[src/rtl/gcd_pkg.sv]
// Shared constants, types and arithmetic helpers for the great-circle distance pipeline.
`default_nettype none

package gcd_pkg;

    localparam int ANGLE_FRAC_BITS = 20;
    localparam int WORK_DEG_BITS   = 28;
    localparam int WIDEN_SHIFT     = WORK_DEG_BITS - ANGLE_FRAC_BITS;

    localparam int LAT_W    = 28;
    localparam int LON_W    = 29;
    localparam int RADIUS_W = 23;
    localparam int DIST_W   = 25;

    localparam int DEG_W  = WORK_DEG_BITS + 12;
    localparam int REM_DW = WORK_DEG_BITS + 7;
    localparam int XY_W   = 34;
    localparam int Q30_W  = 32;
    localparam int RAD_W  = 61;
    localparam int ROOT_W = 62;
    localparam int ANG_W  = 32;
    localparam int PROD_W = ANG_W + RADIUS_W;

    localparam int CORDIC_STEPS = 30;
    localparam int SQRT_STEPS   = 31;
    localparam int STEP_W       = 5;
    localparam int LANES        = 3;

    localparam int PIPE_DEPTH = 4 + CORDIC_STEPS + 5 + SQRT_STEPS + 1 + CORDIC_STEPS + 3;

    localparam longint FULL_TURN    = 64'sd360 <<< WORK_DEG_BITS;
    localparam longint QUARTER_TURN = 64'sd90 <<< WORK_DEG_BITS;
    localparam longint DEG2RAD_Q32  = 64'sd74961321;
    localparam longint CORDIC_GAIN  = 64'sd652032874;
    localparam longint ONE_Q30      = 64'sd1 <<< 30;
    localparam longint HALF_PI_Q30  = 64'sd1686629713;
    localparam longint PI_Q30       = 64'sd3373259426;
    localparam longint MAX_DIST     = 64'sd26353589;

    localparam logic [RADIUS_W-1:0] RADIUS_RESET = RADIUS_W'(6378170);

    typedef logic signed [DEG_W-1:0]  deg_t;
    typedef logic signed [XY_W-1:0]   xy_t;
    typedef logic signed [Q30_W-1:0]  q30_t;
    typedef logic [RAD_W-1:0]         rad_t;
    typedef logic [ROOT_W-1:0]        root_t;
    typedef logic [STEP_W-1:0]        step_t;
    typedef logic [1:0]               quad_t;

    function automatic xy_t atan_q30(input step_t i);
        logic [31:0] v;
        unique case (i)
            5'd0:  v = 32'h3243F6A8;
            5'd1:  v = 32'h1DAC6705;
            5'd2:  v = 32'h0FADBAFC;
            5'd3:  v = 32'h07F56EA6;
            5'd4:  v = 32'h03FEAB76;
            5'd5:  v = 32'h01FFD55B;
            5'd6:  v = 32'h00FFFAAA;
            5'd7:  v = 32'h007FFF55;
            5'd8:  v = 32'h003FFFEA;
            5'd9:  v = 32'h001FFFFD;
            5'd10: v = 32'h000FFFFF;
            5'd11: v = 32'h0007FFFF;
            5'd12: v = 32'h0003FFFF;
            5'd13: v = 32'h0001FFFF;
            5'd14: v = 32'h0000FFFF;
            5'd15: v = 32'h00007FFF;
            5'd16: v = 32'h00003FFF;
            5'd17: v = 32'h00001FFF;
            5'd18: v = 32'h00000FFF;
            5'd19: v = 32'h000007FF;
            5'd20: v = 32'h000003FF;
            5'd21: v = 32'h000001FF;
            5'd22: v = 32'h000000FF;
            5'd23: v = 32'h0000007F;
            5'd24: v = 32'h0000003F;
            5'd25: v = 32'h0000001F;
            5'd26: v = 32'h0000000F;
            5'd27: v = 32'h00000008;
            5'd28: v = 32'h00000004;
            5'd29: v = 32'h00000002;
            default: v = 32'h00000000;
        endcase
        return xy_t'({2'b00, v});
    endfunction

    function automatic q30_t sat_q30(input xy_t v);
        q30_t r;
        if (v > xy_t'(ONE_Q30)) begin
            r = q30_t'(ONE_Q30);
        end
        else if (v < -xy_t'(ONE_Q30)) begin
            r = -q30_t'(ONE_Q30);
        end
        else begin
            r = q30_t'(v);
        end
        return r;
    endfunction

    function automatic q30_t mul_q30(input q30_t a, input q30_t b);
        logic signed [63:0] p;
        p = 64'(a) * 64'(b);
        p = (p + 64'sd536870912) >>> 30;
        return q30_t'(p[Q30_W-1:0]);
    endfunction

endpackage

`default_nettype wire

[src/rtl/gcd_sqrt_cell.sv]
// One registered step of the digit-by-digit integer square root.
`default_nettype none

module gcd_sqrt_cell
    import gcd_pkg::*;
(
    input  logic  clk,
    input  logic  en,
    input  step_t step,
    input  rad_t  v_in,
    input  root_t res_in,
    input  q30_t  c_in,
    output rad_t  v_out,
    output root_t res_out,
    output q30_t  c_out
);

    rad_t  v_reg, v_next;
    root_t res_reg, res_next;
    q30_t  c_reg;
    root_t bitv, sum;
    logic [6:0] sh;

    always_comb
    begin
        sh   = 7'(2 * (SQRT_STEPS - 1)) - {1'b0, step, 1'b0};
        bitv = ROOT_W'(1) << sh;
        sum  = res_in + bitv;
        if (ROOT_W'(v_in) >= sum)
        begin
            v_next   = v_in - RAD_W'(sum);
            res_next = (res_in >> 1) + bitv;
        end
        else
        begin
            v_next   = v_in;
            res_next = res_in >> 1;
        end
    end

    always_ff @(posedge clk)
    begin
        if (en)
        begin
            v_reg   <= v_next;
            res_reg <= res_next;
            c_reg   <= c_in;
        end
    end

    assign v_out   = v_reg;
    assign res_out = res_reg;
    assign c_out   = c_reg;

endmodule

`default_nettype wire

[config.mk]
export PLATFORM = sky130hd
export DESIGN_NAME = gcd_sqrt_cell
export DESIGN_NICKNAME = d
export VERILOG_FILES = /design/src/rtl/gcd_pkg.sv /design/src/rtl/gcd_sqrt_cell.sv
export SDC_FILE = /design/constraint.sdc
export NUM_CORES = 1
export LEC_CHECK = 0
export BUFFER_PORTS_ARGS = -buffer_cell sky130_fd_sc_hd__buf_2
export CAP_MARGIN = 25
export CELL_PAD_IN_SITES_DETAIL_PLACEMENT = 0
export CELL_PAD_IN_SITES_GLOBAL_PLACEMENT = 1
export CORE_ASPECT_RATIO = 2
export CORE_UTILIZATION = 39
export DETAILED_ROUTE_END_ITERATION = 7
export HOLD_SLACK_MARGIN = 0.08
export MAX_ROUTING_LAYER = met4
export PLACE_DENSITY_LB_ADDON = 0.1
export SKIP_CTS_REPAIR_TIMING = 1
export SYNTH_ARGS = -nofsm -noshare
export SYNTH_HDL_FRONTEND = slang
export SYNTH_SLANG_ARGS = --single-unit
[constraint.sdc]
create_clock -name clk -period 7.2 [get_ports clk]
set_clock_uncertainty 0.2 [all_clocks]
set_input_delay 0 -clock clk [delete_from_list [all_inputs] [get_ports clk]]
set_output_delay 0 -clock clk [all_outputs]
set_load 0.01 [all_outputs]
Word-level counts from Yosys, hierarchy flattened
Cells that the tools add are included.
{ "totals": {"ff_bits": 155, "input_bits": 162, "elab_cells": 12} }
{ "classes": {"add_sub_neg": 4, "order_cmp": 1, "muxes": 2, "shifts": 1} }
{ "op_table": {"columns": ["operator", "n"], "rows": [
  ["61-bit 2-to-1 mux", 2],
  ["61-bit by 62-bit adder with 62-bit output", 1],
  ["62-bit adder", 1],
  ["61-bit by 62-bit >= comparator with 1-bit output", 1],
  ["1-bit by 7-bit << shifter with 62-bit output, first input constant", 1],
  ["61-bit subtractor", 1],
  ["6-bit by 6-bit subtractor with 7-bit output, first input constant", 1]
]} }

Depth between registers and ports, before layout
{ "logic_depth": {"word_depth": 5, "depth_mapped": 35} }

Least setup slack after synthesis
Ideal clock, no wire load.
{ "synth_timing": {"kind": "input port to flip-flop", "startpoint": "in step[1]", "endpoint": "reg res_reg[30], in the netlist res_out[30] (data pin)", "required_ps": 6729, "setup_slack_ps": 440, "path_stages": 35, "setup_time_ps": 271, "arrival_time_ps": 6289, "cell_sequence": "buf_2 and2_1 ha_1 buf_2 or2_1 buf_2 nor2_1 ha_1 nand2_1 inv_1 maj3_2 a211o_1 a221oi_2 o21ai_2 o21a_4 o2bb2ai_4 a311oi_1 o21a_1 xor2_1 ha_1 clkbuf_1 a21oi_1 nor2b_1 o21ai_1 nand2b_1 a221oi_1 o21ai_1 a41o_1 a311oi_2 a211oi_2 nor2_1 buf_2 buf_2 a211oi_2 xor2_1"} }
{ "synth_via": {"elab_chain_cells": 5, "word_cells_on_any_way": 6, "cone_classes": "3 x add/sub; 1 x order compare; 1 x shift; 1 x mux"} }
{ "synth_lines": {"columns": ["element", "line_no", "rtl"], "rows": [
  ["start: declaration", "gcd_sqrt_cell.sv:9", "input step_t step,"],
  ["6-bit by 6-bit subtractor with 7-bit output *", "gcd_sqrt_cell.sv:26", "sh = 7'(2 * (SQRT_STEPS - 1)) - {1'b0, step, 1'b0};"],
  ["1-bit by 7-bit << shifter with 62-bit output *", "gcd_sqrt_cell.sv:27", "bitv = ROOT_W'(1) << sh;"],
  ["62-bit adder", "gcd_sqrt_cell.sv:28", "sum = res_in + bitv;"],
  ["61-bit by 62-bit >= comparator with 1-bit output", "gcd_sqrt_cell.sv:29", "if (ROOT_W'(v_in) >= sum)"],
  ["61-bit 2-to-1 mux *", "gcd_sqrt_cell.sv:29", null],
  ["named net res_next[30]", "gcd_sqrt_cell.sv:19", "root_t res_reg, res_next;"],
  ["end signal: assignment", "gcd_sqrt_cell.sv:46", "res_reg <= res_next;"],
  ["end: declaration", "gcd_sqrt_cell.sv:19", null]
]} }
Mark *: on every way through the listed nets, which the timed path passes. The rest lies on a longest branch.
A chain may end at the register's enable or synchronous reset.

Worst setup path in the final report
{ "layout_timing": {"startpoint": "in step[1]", "endpoint": "reg res_reg[50], in the netlist res_out[50] (data pin)"} }
The elaborated chain is that of the path after synthesis.

==> run metrics <==
crit path setup slack, layout=around 410 ps; number of endpoints failing setup at the final stage=0; post-place setup slack=-37.9 ps; worst endpoint required time=7210 ps; endpoint type of the worst setup path=register; Filler Cell Count=3654; final worst-path cycle share=94.3%; total of buffers placed on input and output ports=316; total count of max-transition violations in the final report=0; Routed Antenna Nets=0; leading area contributor after synthesis=sky130_fd_sc_hd__edfxtp_1; most instantiated library cell after synthesis=sky130_fd_sc_hd__edfxtp_1; crit path max-delay cell type=sky130_fd_sc_hd__a221oi_1; Post-Syn Nets=1852; area of all sequential standard cells=4650 µm²; hold path startpoint=c_in[14]; Max transition margin=36.8%; number of buffers inserted during clock tree synthesis=17; Yosys warning total=0; gate family responsible for the most delay along the worst path=compound AO/OA/AOI/OAI gates; Hold Worst Slack=68.9 ps; total negative slack=0 ps; CORE AREA=38200 µm²; vias in the first global route=14.0k; Critical Setup Path Class=in -> reg; total standard cell area after synthesis=15200 µm²; clock tree from TritonCTS=yes; transition time of the tightest slew-check pin=948 ps; Synth Area per Inst=about 9.6 µm²; DRC marker count from the first detailed-route iteration=602; final hold violations=0; number of vias in the routed layout=about 15k; post-CTS clock slew at the launch and capture registers of the worst setup and hold paths=70 ps; share of final-layout standard cells stronger than drive strength 1=28.8%; GP Congestion=0.963; number of antenna violations at the first check in global routing=1; detail-routed net length per standard cell=roughly 21 µm; portion of synthesized cell area occupied by the leading cell type=30.7%; most used standard cells in the synthesized netlist=sky130_fd_sc_hd__edfxtp_1 (155), sky130_fd_sc_hd__nand2_1 (132), sky130_fd_sc_hd__nor2_1 (116); area overhead of the layout relative to synthesis=35.4%; count of clock tree sinks=155; floorplan die height=281 µm; post-DR vias/cell=5.45; drt total wl=57.7 mm; worst path arrival time=6800 ps; number of enable-type register cells in the synthesized netlist=155; most common flop cell mapped by yosys=sky130_fd_sc_hd__edfxtp_1; Max Clk Rate=147 MHz; count of mapped cells out of synthesis=between 1.5k and 2k; die area=39700 µm²; number of different library cells in the post-synthesis netlist=98; io pins=317; sum of net half-perimeters after detailed placement=roughly 46 mm; Area contributors post-synth=sky130_fd_sc_hd__edfxtp_1 (31%), sky130_fd_sc_hd__ha_1 (8.8%), sky130_fd_sc_hd__xnor2_1 (6.4%), sky130_fd_sc_hd__mux2_4 (5.1%), sky130_fd_sc_hd__xor2_1 (4.8%); maximum number of pins on one net before global-route repair=86; Layout Nets=2442; fraction of registers with async set or reset after synthesis=0%; gr ovfl total=0; Worst VDD drop=approximately 0.00018 V; status=completed; DRC Markers=0; Startpoint Class=input port; global-route wire length before repair=80.4 mm; root buffer cell=sky130_fd_sc_hd__clkbuf_16; Initial Util=39.8%; Leak Pwr=8.74 nW; first-pass detailed-route iteration total=5; flops & latches, synth=155; # Max-Cap Violations=0; area taken by multi-input logic gates=a little under 10000 µm²; largest incremental delay on the critical path=410 ps; die width=141 µm; Site Rows=101; share of the yosys chip area belonging to registers=30.7%; Max Fanout on Critical Path=18; post-layout minimum cycle time=6790 ps; Bufs on Longest Clock Path=2; total global-route track usage=28.4%; class of the worst hold path=in -> reg; pwr dens=159 nW/µm²; worst setup path startpoint=step[1]; # H-tree levels=4; sum of buffers and inverters on the critical path=6
-- final timing paths --
path | cells after the start | slack [ps] | end
worst max-delay path | 33 | 410 | res_out[50]$_DFFE_PP_
worst min-delay path | 2 | 70 | c_out[14]$_DFFE_PP_
-- cells by family (layout without fill, tap and decap cells) --
group,after synthesis,count (layout),synth area share (%)
AOI/OAI and AO/OA,452,452,21.2
xor gates and xnor gates,196,196,11.4
adders and majority gates,119,119,9.69
buffers and inverters,113,715,4.02
DFF,155,155,30.7
muxes,88,88,7.86
other,0,1,0
and+or+nand+nor,459,459,15.2
-- where the power goes --
group	total (W)	internal, W	switching, W
combinational	0.00118	0.000541	0.000641
sequential	0.00113	0.00110	0.0000277
clock	0.000951	0.000517	0.000434
-- layout by cell type, fill, tap and decap left out, types with 21 or more instances in the layout --
master and instances:
sky130_fd_sc_hd__nand4_1 25, sky130_fd_sc_hd__buf_2 315, sky130_fd_sc_hd__inv_1 44, sky130_fd_sc_hd__nor2_1 115, sky130_fd_sc_hd__o21ai_0 65, sky130_fd_sc_hd__o21bai_1 22
sky130_fd_sc_hd__dlygate4sd3_1 185, sky130_fd_sc_hd__ha_1 107, sky130_fd_sc_hd__xnor2_1 111, sky130_fd_sc_hd__a21oi_1 99, sky130_fd_sc_hd__a21o_1 49, sky130_fd_sc_hd__a31oi_1 41
sky130_fd_sc_hd__nand3_1 31, sky130_fd_sc_hd__nand2_1 132, sky130_fd_sc_hd__mux2_2 21, sky130_fd_sc_hd__buf_4 129, sky130_fd_sc_hd__edfxtp_1 155, sky130_fd_sc_hd__mux2_4 52
sky130_fd_sc_hd__a211oi_2 23, sky130_fd_sc_hd__nor3_1 23, sky130_fd_sc_hd__xor2_1 83
-- sequential cells by signal (all words and copies together) (netlist names) --
name,count
res_out,62
c_out,32
v_out,61
-- stage by stage --
step / total power (W) / cell area, µm² / cells / util (%)
finish: 0.00326 / 20500 / 2700 / 53.8
global route: 0.00341 / 20500 / 2700 / 53.8
CTS: 0.00321 / 18600 / 2510 / 48.8
detailed placement: 0.00224 / 18000 / 2479 / 47.3
global placement: 0.00224 / 18000 / 2478 / 47.3
floorplan: 0.00180 / 15200 / 1582 / -
-- cell type report --
| cell class | count | area share (%) |
|---|---|---|
| diodes | 1 | 0.0122 |
| inverters | 47 | 0.859 |
| multi-input cells | 1314 | 48.4 |
| clock inverters | 14 | 0.786 |
| well taps | 515 | 3.14 |
| flip-flops and latches | 155 | 22.7 |
| repair buffers | 637 | 22.1 |
| clock buffers | 17 | 2.07 |
-- metal layers --
layer  global-route usage [%]  part of all wire, %  wire (µm)
met1                     25.2                   34      19500
met2                     56.6                   58      33400
met3                     2.81                  2.7       1530
met4                     17.0                  5.6       3240
met5                        -                    0          0
No activity file was read; power rests on OpenSTA's default activity.
