==> src/rtl/gcd_pkg.sv <==
// Shared constants, types and arithmetic helpers for the great-circle distance pipeline.
`default_nettype none

package gcd_pkg;

    localparam int ANGLE_FRAC_BITS = 20;
    localparam int WORK_DEG_BITS   = 28;
    localparam int WIDEN_SHIFT     = WORK_DEG_BITS - ANGLE_FRAC_BITS;

    localparam int LAT_W    = 28;
    localparam int LON_W    = 29;
    localparam int RADIUS_W = 23;
    localparam int DIST_W   = 25;

    localparam int DEG_W  = WORK_DEG_BITS + 12;
    localparam int REM_DW = WORK_DEG_BITS + 7;
    localparam int XY_W   = 34;
    localparam int Q30_W  = 32;
    localparam int RAD_W  = 61;
    localparam int ROOT_W = 62;
    localparam int ANG_W  = 32;
    localparam int PROD_W = ANG_W + RADIUS_W;

    localparam int CORDIC_STEPS = 30;
    localparam int SQRT_STEPS   = 31;
    localparam int STEP_W       = 5;
    localparam int LANES        = 3;

    localparam int PIPE_DEPTH = 4 + CORDIC_STEPS + 5 + SQRT_STEPS + 1 + CORDIC_STEPS + 3;

    localparam longint FULL_TURN    = 64'sd360 <<< WORK_DEG_BITS;
    localparam longint QUARTER_TURN = 64'sd90 <<< WORK_DEG_BITS;
    localparam longint DEG2RAD_Q32  = 64'sd74961321;
    localparam longint CORDIC_GAIN  = 64'sd652032874;
    localparam longint ONE_Q30      = 64'sd1 <<< 30;
    localparam longint HALF_PI_Q30  = 64'sd1686629713;
    localparam longint PI_Q30       = 64'sd3373259426;
    localparam longint MAX_DIST     = 64'sd26353589;

    localparam logic [RADIUS_W-1:0] RADIUS_RESET = RADIUS_W'(6378170);

    typedef logic signed [DEG_W-1:0]  deg_t;
    typedef logic signed [XY_W-1:0]   xy_t;
    typedef logic signed [Q30_W-1:0]  q30_t;
    typedef logic [RAD_W-1:0]         rad_t;
    typedef logic [ROOT_W-1:0]        root_t;
    typedef logic [STEP_W-1:0]        step_t;
    typedef logic [1:0]               quad_t;

    function automatic xy_t atan_q30(input step_t i);
        logic [31:0] v;
        unique case (i)
            5'd0:  v = 32'h3243F6A8;
            5'd1:  v = 32'h1DAC6705;
            5'd2:  v = 32'h0FADBAFC;
            5'd3:  v = 32'h07F56EA6;
            5'd4:  v = 32'h03FEAB76;
            5'd5:  v = 32'h01FFD55B;
            5'd6:  v = 32'h00FFFAAA;
            5'd7:  v = 32'h007FFF55;
            5'd8:  v = 32'h003FFFEA;
            5'd9:  v = 32'h001FFFFD;
            5'd10: v = 32'h000FFFFF;
            5'd11: v = 32'h0007FFFF;
            5'd12: v = 32'h0003FFFF;
            5'd13: v = 32'h0001FFFF;
            5'd14: v = 32'h0000FFFF;
            5'd15: v = 32'h00007FFF;
            5'd16: v = 32'h00003FFF;
            5'd17: v = 32'h00001FFF;
            5'd18: v = 32'h00000FFF;
            5'd19: v = 32'h000007FF;
            5'd20: v = 32'h000003FF;
            5'd21: v = 32'h000001FF;
            5'd22: v = 32'h000000FF;
            5'd23: v = 32'h0000007F;
            5'd24: v = 32'h0000003F;
            5'd25: v = 32'h0000001F;
            5'd26: v = 32'h0000000F;
            5'd27: v = 32'h00000008;
            5'd28: v = 32'h00000004;
            5'd29: v = 32'h00000002;
            default: v = 32'h00000000;
        endcase
        return xy_t'({2'b00, v});
    endfunction

    function automatic q30_t sat_q30(input xy_t v);
        q30_t r;
        if (v > xy_t'(ONE_Q30)) begin
            r = q30_t'(ONE_Q30);
        end
        else if (v < -xy_t'(ONE_Q30)) begin
            r = -q30_t'(ONE_Q30);
        end
        else begin
            r = q30_t'(v);
        end
        return r;
    endfunction

    function automatic q30_t mul_q30(input q30_t a, input q30_t b);
        logic signed [63:0] p;
        p = 64'(a) * 64'(b);
        p = (p + 64'sd536870912) >>> 30;
        return q30_t'(p[Q30_W-1:0]);
    endfunction

endpackage

`default_nettype wire

==> src/rtl/gcd_vec_cell.sv <==
// One registered CORDIC vectoring step that drives y toward zero and sums the angle.
`default_nettype none

module gcd_vec_cell
    import gcd_pkg::*;
(
    input  logic  clk,
    input  logic  en,
    input  step_t step,
    input  xy_t   x_in,
    input  xy_t   y_in,
    input  xy_t   z_in,
    output xy_t   x_out,
    output xy_t   y_out,
    output xy_t   z_out
);

    xy_t x_reg, y_reg, z_reg;
    xy_t x_next, y_next, z_next;
    xy_t xs, ys, at;

    always_comb
    begin
        xs = x_in >>> step;
        ys = y_in >>> step;
        at = atan_q30(step);
        if (y_in > xy_t'(0))
        begin
            x_next = x_in + ys;
            y_next = y_in - xs;
            z_next = z_in + at;
        end
        else
        begin
            x_next = x_in - ys;
            y_next = y_in + xs;
            z_next = z_in - at;
        end
    end

    always_ff @(posedge clk)
    begin
        if (en)
        begin
            x_reg <= x_next;
            y_reg <= y_next;
            z_reg <= z_next;
        end
    end

    assign x_out = x_reg;
    assign y_out = y_reg;
    assign z_out = z_reg;

endmodule

`default_nettype wire

==> config.mk <==
export PLATFORM = sky130hd
export DESIGN_NAME = gcd_vec_cell
export DESIGN_NICKNAME = d
export VERILOG_FILES = /design/src/rtl/gcd_pkg.sv /design/src/rtl/gcd_vec_cell.sv
export SDC_FILE = /design/constraint.sdc
export NUM_CORES = 1
export LEC_CHECK = 0
export ABC_AREA = 1
export BUFFER_PORTS_ARGS = -buffer_cell sky130_fd_sc_hd__buf_2
export CORE_MARGIN = 3
export CORE_UTILIZATION = 45
export DETAILED_ROUTE_END_ITERATION = 8
export PLACE_DENSITY = 0.71
export SLEW_MARGIN = 20
export SYNTH_ARGS = -nofsm -noshare
export SYNTH_HDL_FRONTEND = slang
export SYNTH_SLANG_ARGS = --single-unit
==> constraint.sdc <==
create_clock -name clk -period 4.5 [get_ports clk]
set_input_delay 0.45 -clock clk [delete_from_list [all_inputs] [get_ports clk]]
set_output_delay 0.45 -clock clk [all_outputs]
set_load 0.01 [all_outputs]
==> Yosys cells after proc, flatten, opt, wreduce, memory -nomap -nowiden <==
Memory sizes are Yosys's and may differ from the RTL's.
Cells that the tools add are included.
{ "word_totals": {"register_bits": 102, "mem_bits_ro": 960, "in_bits": 109, "out_inout_bits": 102, "word_cells": 16, "mem_count": 1} }
{ "op_classes": {"add_sub_neg": 6, "order_cmp": 1, "shifts": 2, "mux": 3} }
{ "mem_list": {"columns": ["memory", "depth", "word_bits", "rd", "rd_clocked_by_memory_dff", "write_ports", "line", "text"], "rows": [
  ["(no name shown)", 32, 30, 1, 0, 0, "gcd_pkg.sv:52", "unique case (i)"]
]} }
{ "ops": {"columns": ["cell", "n"], "rows": [
  ["$mux 34", 3],
  ["$add 34x34->34", 2],
  ["$sshr 34x5->34", 2],
  ["$sub 34x34->34", 2],
  ["$add 34x33->34", 1],
  ["$gt 34x1->1 const B", 1],
  ["$sub 34x33->34", 1]
]} }

==> Longest topological paths before layout <==
Gate-level depths: netlist (run 1).
{ "logic_depth": {"word_depth": 3, "ltp_mapped": 35, "mapped_depth_nobuf": 34} }

==> Least setup slack after synthesis (run 1) <==
Ideal clock, no wire load.
{ "synth_timing": {"kind": "input to register", "start": "input port step[1]", "end": "register z_reg[24], in the netlist z_out[24] (data pin)", "setup_ps": 265, "arrival_time_ps": 4087, "t_required_ps": 4235, "path_slack_ps": 148, "stages": 27, "path_buffers": 4, "path_cell_list": "buf_6 -> inv_4 -> buf_4 -> buf_4 -> ha_1 -> inv_1 -> nor2_1 -> nand2_1 -> nand2_1 -> a31oi_1 -> a21oi_1 -> ha_1 -> nand3_1 -> nor2_1 -> nand2_1 -> o31ai_2 -> buf_4 -> xnor2_1 -> ha_1 -> a31oi_1 -> a21boi_0 -> inv_1 -> nand2_1 -> nand2_1 -> a21boi_0 -> o21ai_0 -> xor2_1"} }
{ "synth_between": {"elab_chain_len": 3, "elab_cells_between_ends": 4, "cone_classes": "2 x add/sub; 1 x mux; 1 x memory"} }
{ "synth_rtl": {"columns": ["item", "line", "text"], "rows": [
  ["start: declaration", "gcd_vec_cell.sv:9", "input step_t step,"],
  ["$mem_v2 32x30 *", null, null],
  ["$sub 34x33->34 or $add 34x33->34 (tied branches)", "gcd_vec_cell.sv:37, gcd_vec_cell.sv:31", null],
  ["$mux 34 *", "gcd_vec_cell.sv:27", "if (y_in > xy_t'(0))"],
  ["named net z_next[24]", "gcd_vec_cell.sv:19", "xy_t x_next, y_next, z_next;"],
  ["end signal: assignment", "gcd_vec_cell.sv:47", "z_reg <= z_next;"],
  ["end: declaration", "gcd_vec_cell.sv:18", "xy_t x_reg, y_reg, z_reg;"]
]} }
Mark *: on every way through the listed nets, which the timed path passes. The rest lies on a longest branch.
A chain may end at the register's enable or synchronous reset.

==> Worst setup path in the final report (run 1) <==
{ "layout_timing": {"start": "input port step[0]", "end": "register y_reg[22], in the netlist y_out[22] (data pin)"} }
{ "layout_between": {"elab_chain_len": 3, "elab_cells_between_ends": 4, "cone_classes": "2 x add/sub; 1 x shift; 1 x mux"} }
{ "layout_rtl": {"columns": ["item", "line", "text"], "rows": [
  ["$sshr 34x5->34 *", "gcd_vec_cell.sv:24", "xs = x_in >>> step;"],
  ["$add 34x34->34 or $sub 34x34->34 (tied branches)", "gcd_vec_cell.sv:36, gcd_vec_cell.sv:30", null],
  ["$mux 34 *", "gcd_vec_cell.sv:27", null],
  ["named net y_next[22]", "gcd_vec_cell.sv:19", null],
  ["end signal: assignment", "gcd_vec_cell.sv:46", "y_reg <= y_next;"],
  ["end: declaration", "gcd_vec_cell.sv:18", null]
]} }
Marked as above.

==> flow_metrics.env, run 1 <==
export IMPL_ys_seq_area_share_pct=19.9
export IMPL_cp_required_ps=4610
export IMPL_fin_crit_ps=4350
export IMPL_die_w_um=191
export IMPL_cp_end_kind="flip-flop"
export IMPL_gr_total_overflow=0
export IMPL_dp_hpwl_mm=53.6
export IMPL_synth_nets=2683
export IMPL_htreeDepth=3
export IMPL_drive_gt1_share_pct=31.1
export IMPL_routed_wl_mm=65.1
export IMPL_top_usage_layer="met2"
export IMPL_whs_ps=455
export IMPL_start_util_pct=45.9
export IMPL_slew_headroom_pct=51.6
export IMPL_critPathKind="input pin to flip-flop"
export IMPL_synth_ff_type="edfxtp_1"
export IMPL_tightest_slew_ps=725
export IMPL_pin_count=211
export IMPL_io_buffers=210
export IMPL_fin_tns_setup_ps=0
export IMPL_synth_area_per_cell_um2=6.26
export IMPL_dp_cells=3657
export IMPL_wl_per_cell_um=17.6
export IMPL_synth_area_mm2=0.0154
export IMPL_die_area_mm2=0.0365
export IMPL_rsz0062_at_grt="true"
export IMPL_drtPass1Iterations=6
export IMPL_grt_use_total_pct=33.8
export IMPL_min_path_type="input pin to flip-flop"
export IMPL_setup_viol=0
export IMPL_grt_use_met3_pct=4.88
export IMPL_grt_use_met1_pct=45.3
export IMPL_clk_pin_slew_ps=70
export IMPL_p_leak_nw=11.8
export IMPL_vias=19900
export IMPL_cp_slowest_cell="xnor2_1"
export IMPL_gr_usage_met2_pct=56.1
export IMPL_synth_edff_count=102
export IMPL_critPathLaunchType="input pin"
export IMPL_die_height_um=191
export IMPL_core_mm2=0.0336
export IMPL_cp_arrival_ps=4460
export IMPL_status="finished, final reports clean"
export IMPL_clockBufferDepth=2
export IMPL_holdBufCountCts=0
export IMPL_cts_root_buf="clkbuf_16"
export IMPL_via_per_inst=5.39
export IMPL_cts_sinks=102
export IMPL_tritoncts="yes"
export IMPL_hold_viol_final=0
export IMPL_ys_warn_count=0
export IMPL_grt_max_degree=59
export IMPL_synthCells=2461
export IMPL_ant_nets=0
export IMPL_final_instance_count_excl_fill=3692
export IMPL_power_density_mw_per_mm2=293
export IMPL_synth_cell_types=53
export IMPL_drv_cap=0
export IMPL_antenna_found_initial=1
export IMPL_cpMostUsedCell="nand2_1"
export IMPL_critPathMaxFanout=17
export IMPL_async_flop_share_pct=0
export IMPL_ir_drop_v=0.000250
export IMPL_drt_iter0_drc=1770
export IMPL_fmax_ghz=0.230
export IMPL_gp_congestion=1.01
export IMPL_grt_pass1_vias=18700
export IMPL_power_w=0.00658
export IMPL_rows=67
export IMPL_grt_pass1_wl_mm=97.7
export IMPL_synth_seq_cells=102
export IMPL_period_share_pct=96.6
export IMPL_syn2layout_area_growth_pct=45.5
export IMPL_cts_buffers=9
export IMPL_drc=0
export IMPL_maxSlewViolCount=0
export IMPL_critPathMaxStageDelay_ps=420
export IMPL_fin_nets=3460
-- timing repair --
| item | in CTS | in global routing |
|---|---|---|
| pin swaps | 0 | 22 |
| gates cloned | 0 | 9 |
| gates resized for setup | 7 | 155 |
| buffers inserted | 0 | 9 |
| setup endpoints to repair | 11 | 57 |
-- per-layer routing --
layer,up-vias,routed length (um)
met5,-,0
met4,0,2310
met3,144,5290
met2,890,29400
met1,9084,28100
li1,9799,-
-- cells in the final DEF, fill, tap and decap left out, types with 6 or more instances in the layout --
master / n
xor2_1: 106
o21a_1: 13
xnor2_1: 55
nand2_1: 715
buf_12: 9
nand3_2: 19
a21oi_1: 116
nor2_1: 182
o21ai_0: 67
o31ai_1: 6
o21ai_1: 23
a21boi_1: 8
a31oi_2: 6
a21oi_2: 25
nand3_1: 370
a31oi_1: 27
nor2_4: 10
a21o_1: 10
nor3_1: 19
ha_1: 104
inv_2: 8
nand4_1: 22
buf_4: 619
clkbuf_16: 15
edfxtp_1: 102
inv_1: 242
nand2_2: 18
nor2_2: 23
buf_2: 207
nand3b_1: 8
-- state kept, by name (all words and copies together) (netlist names) --
name	count
x_out	34
y_out	34
z_out	34
-- Yosys cell counts, drive strengths merged, types with 3 or more instances --
library cell    n  share of area [%]
a2111oi         3               0.17
a211oi          8               0.42
a21boi         11               0.54
a21o           10               0.49
a21oi         142                4.8
a31oi          37                1.5
buf            64                2.8
clkbuf         21               0.51
edfxtp        102                 20
fa              3               0.39
ha            110                8.9
inv           253                6.2
nand2         735                 18
nand3         390                 13
nand3b          8               0.39
nand4          22               0.89
nor2          215                5.6
nor3           21               0.71
nor4            3               0.12
o2111ai         5               0.28
o211ai          5               0.24
o21a           13               0.63
o21ai          98                3.3
o31ai           8               0.42
xnor2          56                3.2
xor2          106                6.0
-- critical path: cells and delay by family --
family                     cells  cell delay [ps]
xor gates and xnor gates       2              620
buffers and inverters          9             1060
AOI/OAI and AO/OA              5              790
adders and majority gates      2              530
and+or+nand+nor               12             1010
-- final timing paths --
path / endpoint / startpoint / slack, ps / depth (start not counted)
max: y_out[22]$_DFFE_PP_ / step[0] / 150 / 30
min: z_out[1]$_DFFE_PP_ / z_in[1] / 460 / 2
-- where the power goes --
group          switching, W  internal [W]  total [W]
clock network      0.000387      0.000430   0.000817
registers         0.0000594       0.00141    0.00147
logic               0.00231       0.00198    0.00429
-- kinds of logic after synthesis --
kind of cell | Yosys count | synth area share [%]
simple gates | 1398 | 38.9
compound gates | 347 | 13.2
buf+inv | 339 | 9.53
xor+xnor | 162 | 9.20
fa+ha+maj | 113 | 9.32
flops | 102 | 19.9
-- final cells by class --
type / instances / area [um2]
Clock buffer: 10 / 229
Tap cell: 448 / 561
Antenna cell: 1 / 2.50
Sequential cell: 102 / 3060
Timing Repair inverter: 1 / 8.76
Multi-Input combinational cell: 2021 / 11400
Fill cell: 3101 / 11200
Timing Repair Buffer: 849 / 6140
Inverter: 254 / 971
Clock inverter: 6 / 61.3
-- metrics by stage --
| step | setup slack [ps] | utilization (%) | cell area [um2] |
|---|---|---|---|
| 2_1_floorplan | 148 | - | 15400 |
| 3_3_place_gp | -412 | 63.4 | 21300 |
| 3_5_place_dp | -514 | 63.4 | 21300 |
| 4_1_cts | 20.5 | 64.3 | 21600 |
| 5_1_grt | -94.3 | 66.7 | 22400 |
| 6_report | 153 | 66.7 | 22400 |
(Power assumes the default switching activity.)
==> run 2: changes to the inputs <==
--- a/config.mk
+++ b/config.mk
@@ -10,7 +10,8 @@
 export CORE_MARGIN = 3
 export CORE_UTILIZATION = 45
 export DETAILED_ROUTE_END_ITERATION = 8
-export PLACE_DENSITY = 0.71
+export PLACE_DENSITY_LB_ADDON = 0.2
+export SKIP_CTS_REPAIR_TIMING = 1
 export SLEW_MARGIN = 20
 export SYNTH_ARGS = -nofsm -noshare
 export SYNTH_HDL_FRONTEND = slang
==> run 2 against run 1 <==
Hold slack better by 23 ps. Via count grew 1.3%. Die area unchanged. Sequential share of layout area down 0.21 points. Largest power group unchanged. Largest cell class unchanged. Sequential cell count is the same.
==> flow_metrics.env, run 2 (synthesis gave the netlist of run 1 again) <==
export IMPL_status="finished, final reports clean"
export IMPL_cp_buffers_inverters=13
export IMPL_cts_buffers=9
export IMPL_post_place_ws_ps=-447
export IMPL_cts_root_buf="clkbuf_16"
export IMPL_cp_arrival_ps=4540
export IMPL_drv_cap=0
export IMPL_period_share_pct=97.9
export IMPL_clockBufferDepth=2
export IMPL_nFillCells=3036
export IMPL_core_mm2=0.0336
export IMPL_cts_sinks=102
export IMPL_power_w=0.00657
export IMPL_fin_ws_ps=94.4
export IMPL_slew_headroom_pct=49.4
export IMPL_critPathLaunchType="input pin"
export IMPL_rows=67
export IMPL_cpLargestDelayFamily="buffers and inverters"
export IMPL_pin_count=211
export IMPL_vias=20200
export IMPL_layout_common_cells="nand2_1 (713), buf_4 (622), nand3_1 (368), inv_1 (242), buf_2 (207)"
export IMPL_rsz0062_at_grt="true"
export IMPL_dp_hpwl_mm=53.9
export IMPL_cp_end_kind="flip-flop"
export IMPL_drtPass1Iterations=6
export IMPL_critPathMaxStageDelay_ps=330
export IMPL_io_buffers=210
export IMPL_grt_pass1_vias=19000
export IMPL_min_path_type="input pin to flip-flop"
export IMPL_gr_total_overflow=0
export IMPL_maxSlewViolCount=0
export IMPL_critPathKind="input pin to flip-flop"
export IMPL_diodes=0
export IMPL_syn2layout_area_growth_pct=47.8
export IMPL_grt_use_total_pct=34.1
export IMPL_cp_required_ps=4640
export IMPL_via_per_inst=5.46
export IMPL_grt_max_degree=41
export IMPL_min_delay_start="z_in[33]"
export IMPL_cp_startpoint="step[0]"
export IMPL_multi_input_area_mm2=0.0116
export IMPL_grt_pass1_wl_mm=98.5
export IMPL_gp_congestion=1.03
export IMPL_antenna_found_initial=0
export IMPL_routed_wl_mm=66.7
export IMPL_setup_viol=0
export IMPL_ir_drop_v=0.000228
export IMPL_critPathMaxFanout=6
export IMPL_htreeDepth=3
export IMPL_tightest_slew_ps=751
export IMPL_power_density_mw_per_mm2=288
export IMPL_wl_per_cell_um=18.0
export IMPL_drc=0
export IMPL_drt_iter0_drc=1772
export IMPL_p_leak_nw=11.8
export IMPL_tritoncts="yes"
export IMPL_start_util_pct=45.9
export IMPL_fmax_ghz=0.227
export IMPL_drive_gt1_share_pct=32.4
export IMPL_die_height_um=191
export IMPL_ant_nets=0
export IMPL_ff_latch_area_mm2=0.00306
export IMPL_fin_crit_ps=4410
export IMPL_die_area_mm2=0.0365
export IMPL_final_common_cell="nand2_1"
export IMPL_fin_nets=3467
export IMPL_hold_viol_final=0
export IMPL_die_w_um=191
export IMPL_clk_pin_slew_ps=80
export IMPL_cp_slowest_cell="ha_1"
run 2: cell count changes in the layout (fill, tap and decap cells not counted), sizes merged:
cell      delta
buf          +6
bufinv       -1
clkbuf       +3
clkinv       -2
clkinvlp     +1
diode        -1
nor2         -1
run 2: layer usage:
layer / global-route usage, % / routed length, um
met3: 5.39 / 5800
met2: 57.5 / 31000
met1: 44.0 / 27300
met4: 12.5 / 2590
met5: 0 / 0
run 2: per-stage QoR:
stage	cell area, um2	setup TNS, ps	utilization (%)	hold WS, ps	instances
floorplan	15400	0	-	562	2461
global placement	21300	-10240	63.4	856	3653
detailed placement	21300	-13200	63.4	860	3653
CTS	21600	-492	64.2	467	3668
global route	22800	-531	67.8	484	3697
finish	22800	0	67.8	478	3697
run 2: final cells by class:
cell class                      count  area share (%)
Clock inverter                      5           0.159
Timing Repair Buffer              858            27.7
Sequential cell                   102            13.4
Clock buffer                       10            1.01
Tap cell                          448            2.46
Inverter                          254            4.25
Multi-Input combinational cell   2020            51.0
run 2: power breakdown:
| part | total, W | switching (W) | internal [W] |
|---|---|---|---|
| logic | 0.00434 | 0.00234 | 0.00200 |
| clock network | 0.000763 | 0.000390 | 0.000373 |
| registers | 0.00147 | 0.0000567 | 0.00141 |
| total | 0.00657 | 0.00279 | 0.00378 |
run 2: path summary, 6_finish.rpt:
check	end	slack (ps)	cells past startpoint
max	y_out[27]$_DFFE_PP_	90	32
min	z_out[33]$_DFFE_PP_	480	3
run 2: worst min-delay path, stage by stage:
cell,delay [ps]
buf_2,80
xor2_1,70
xnor2_1,140
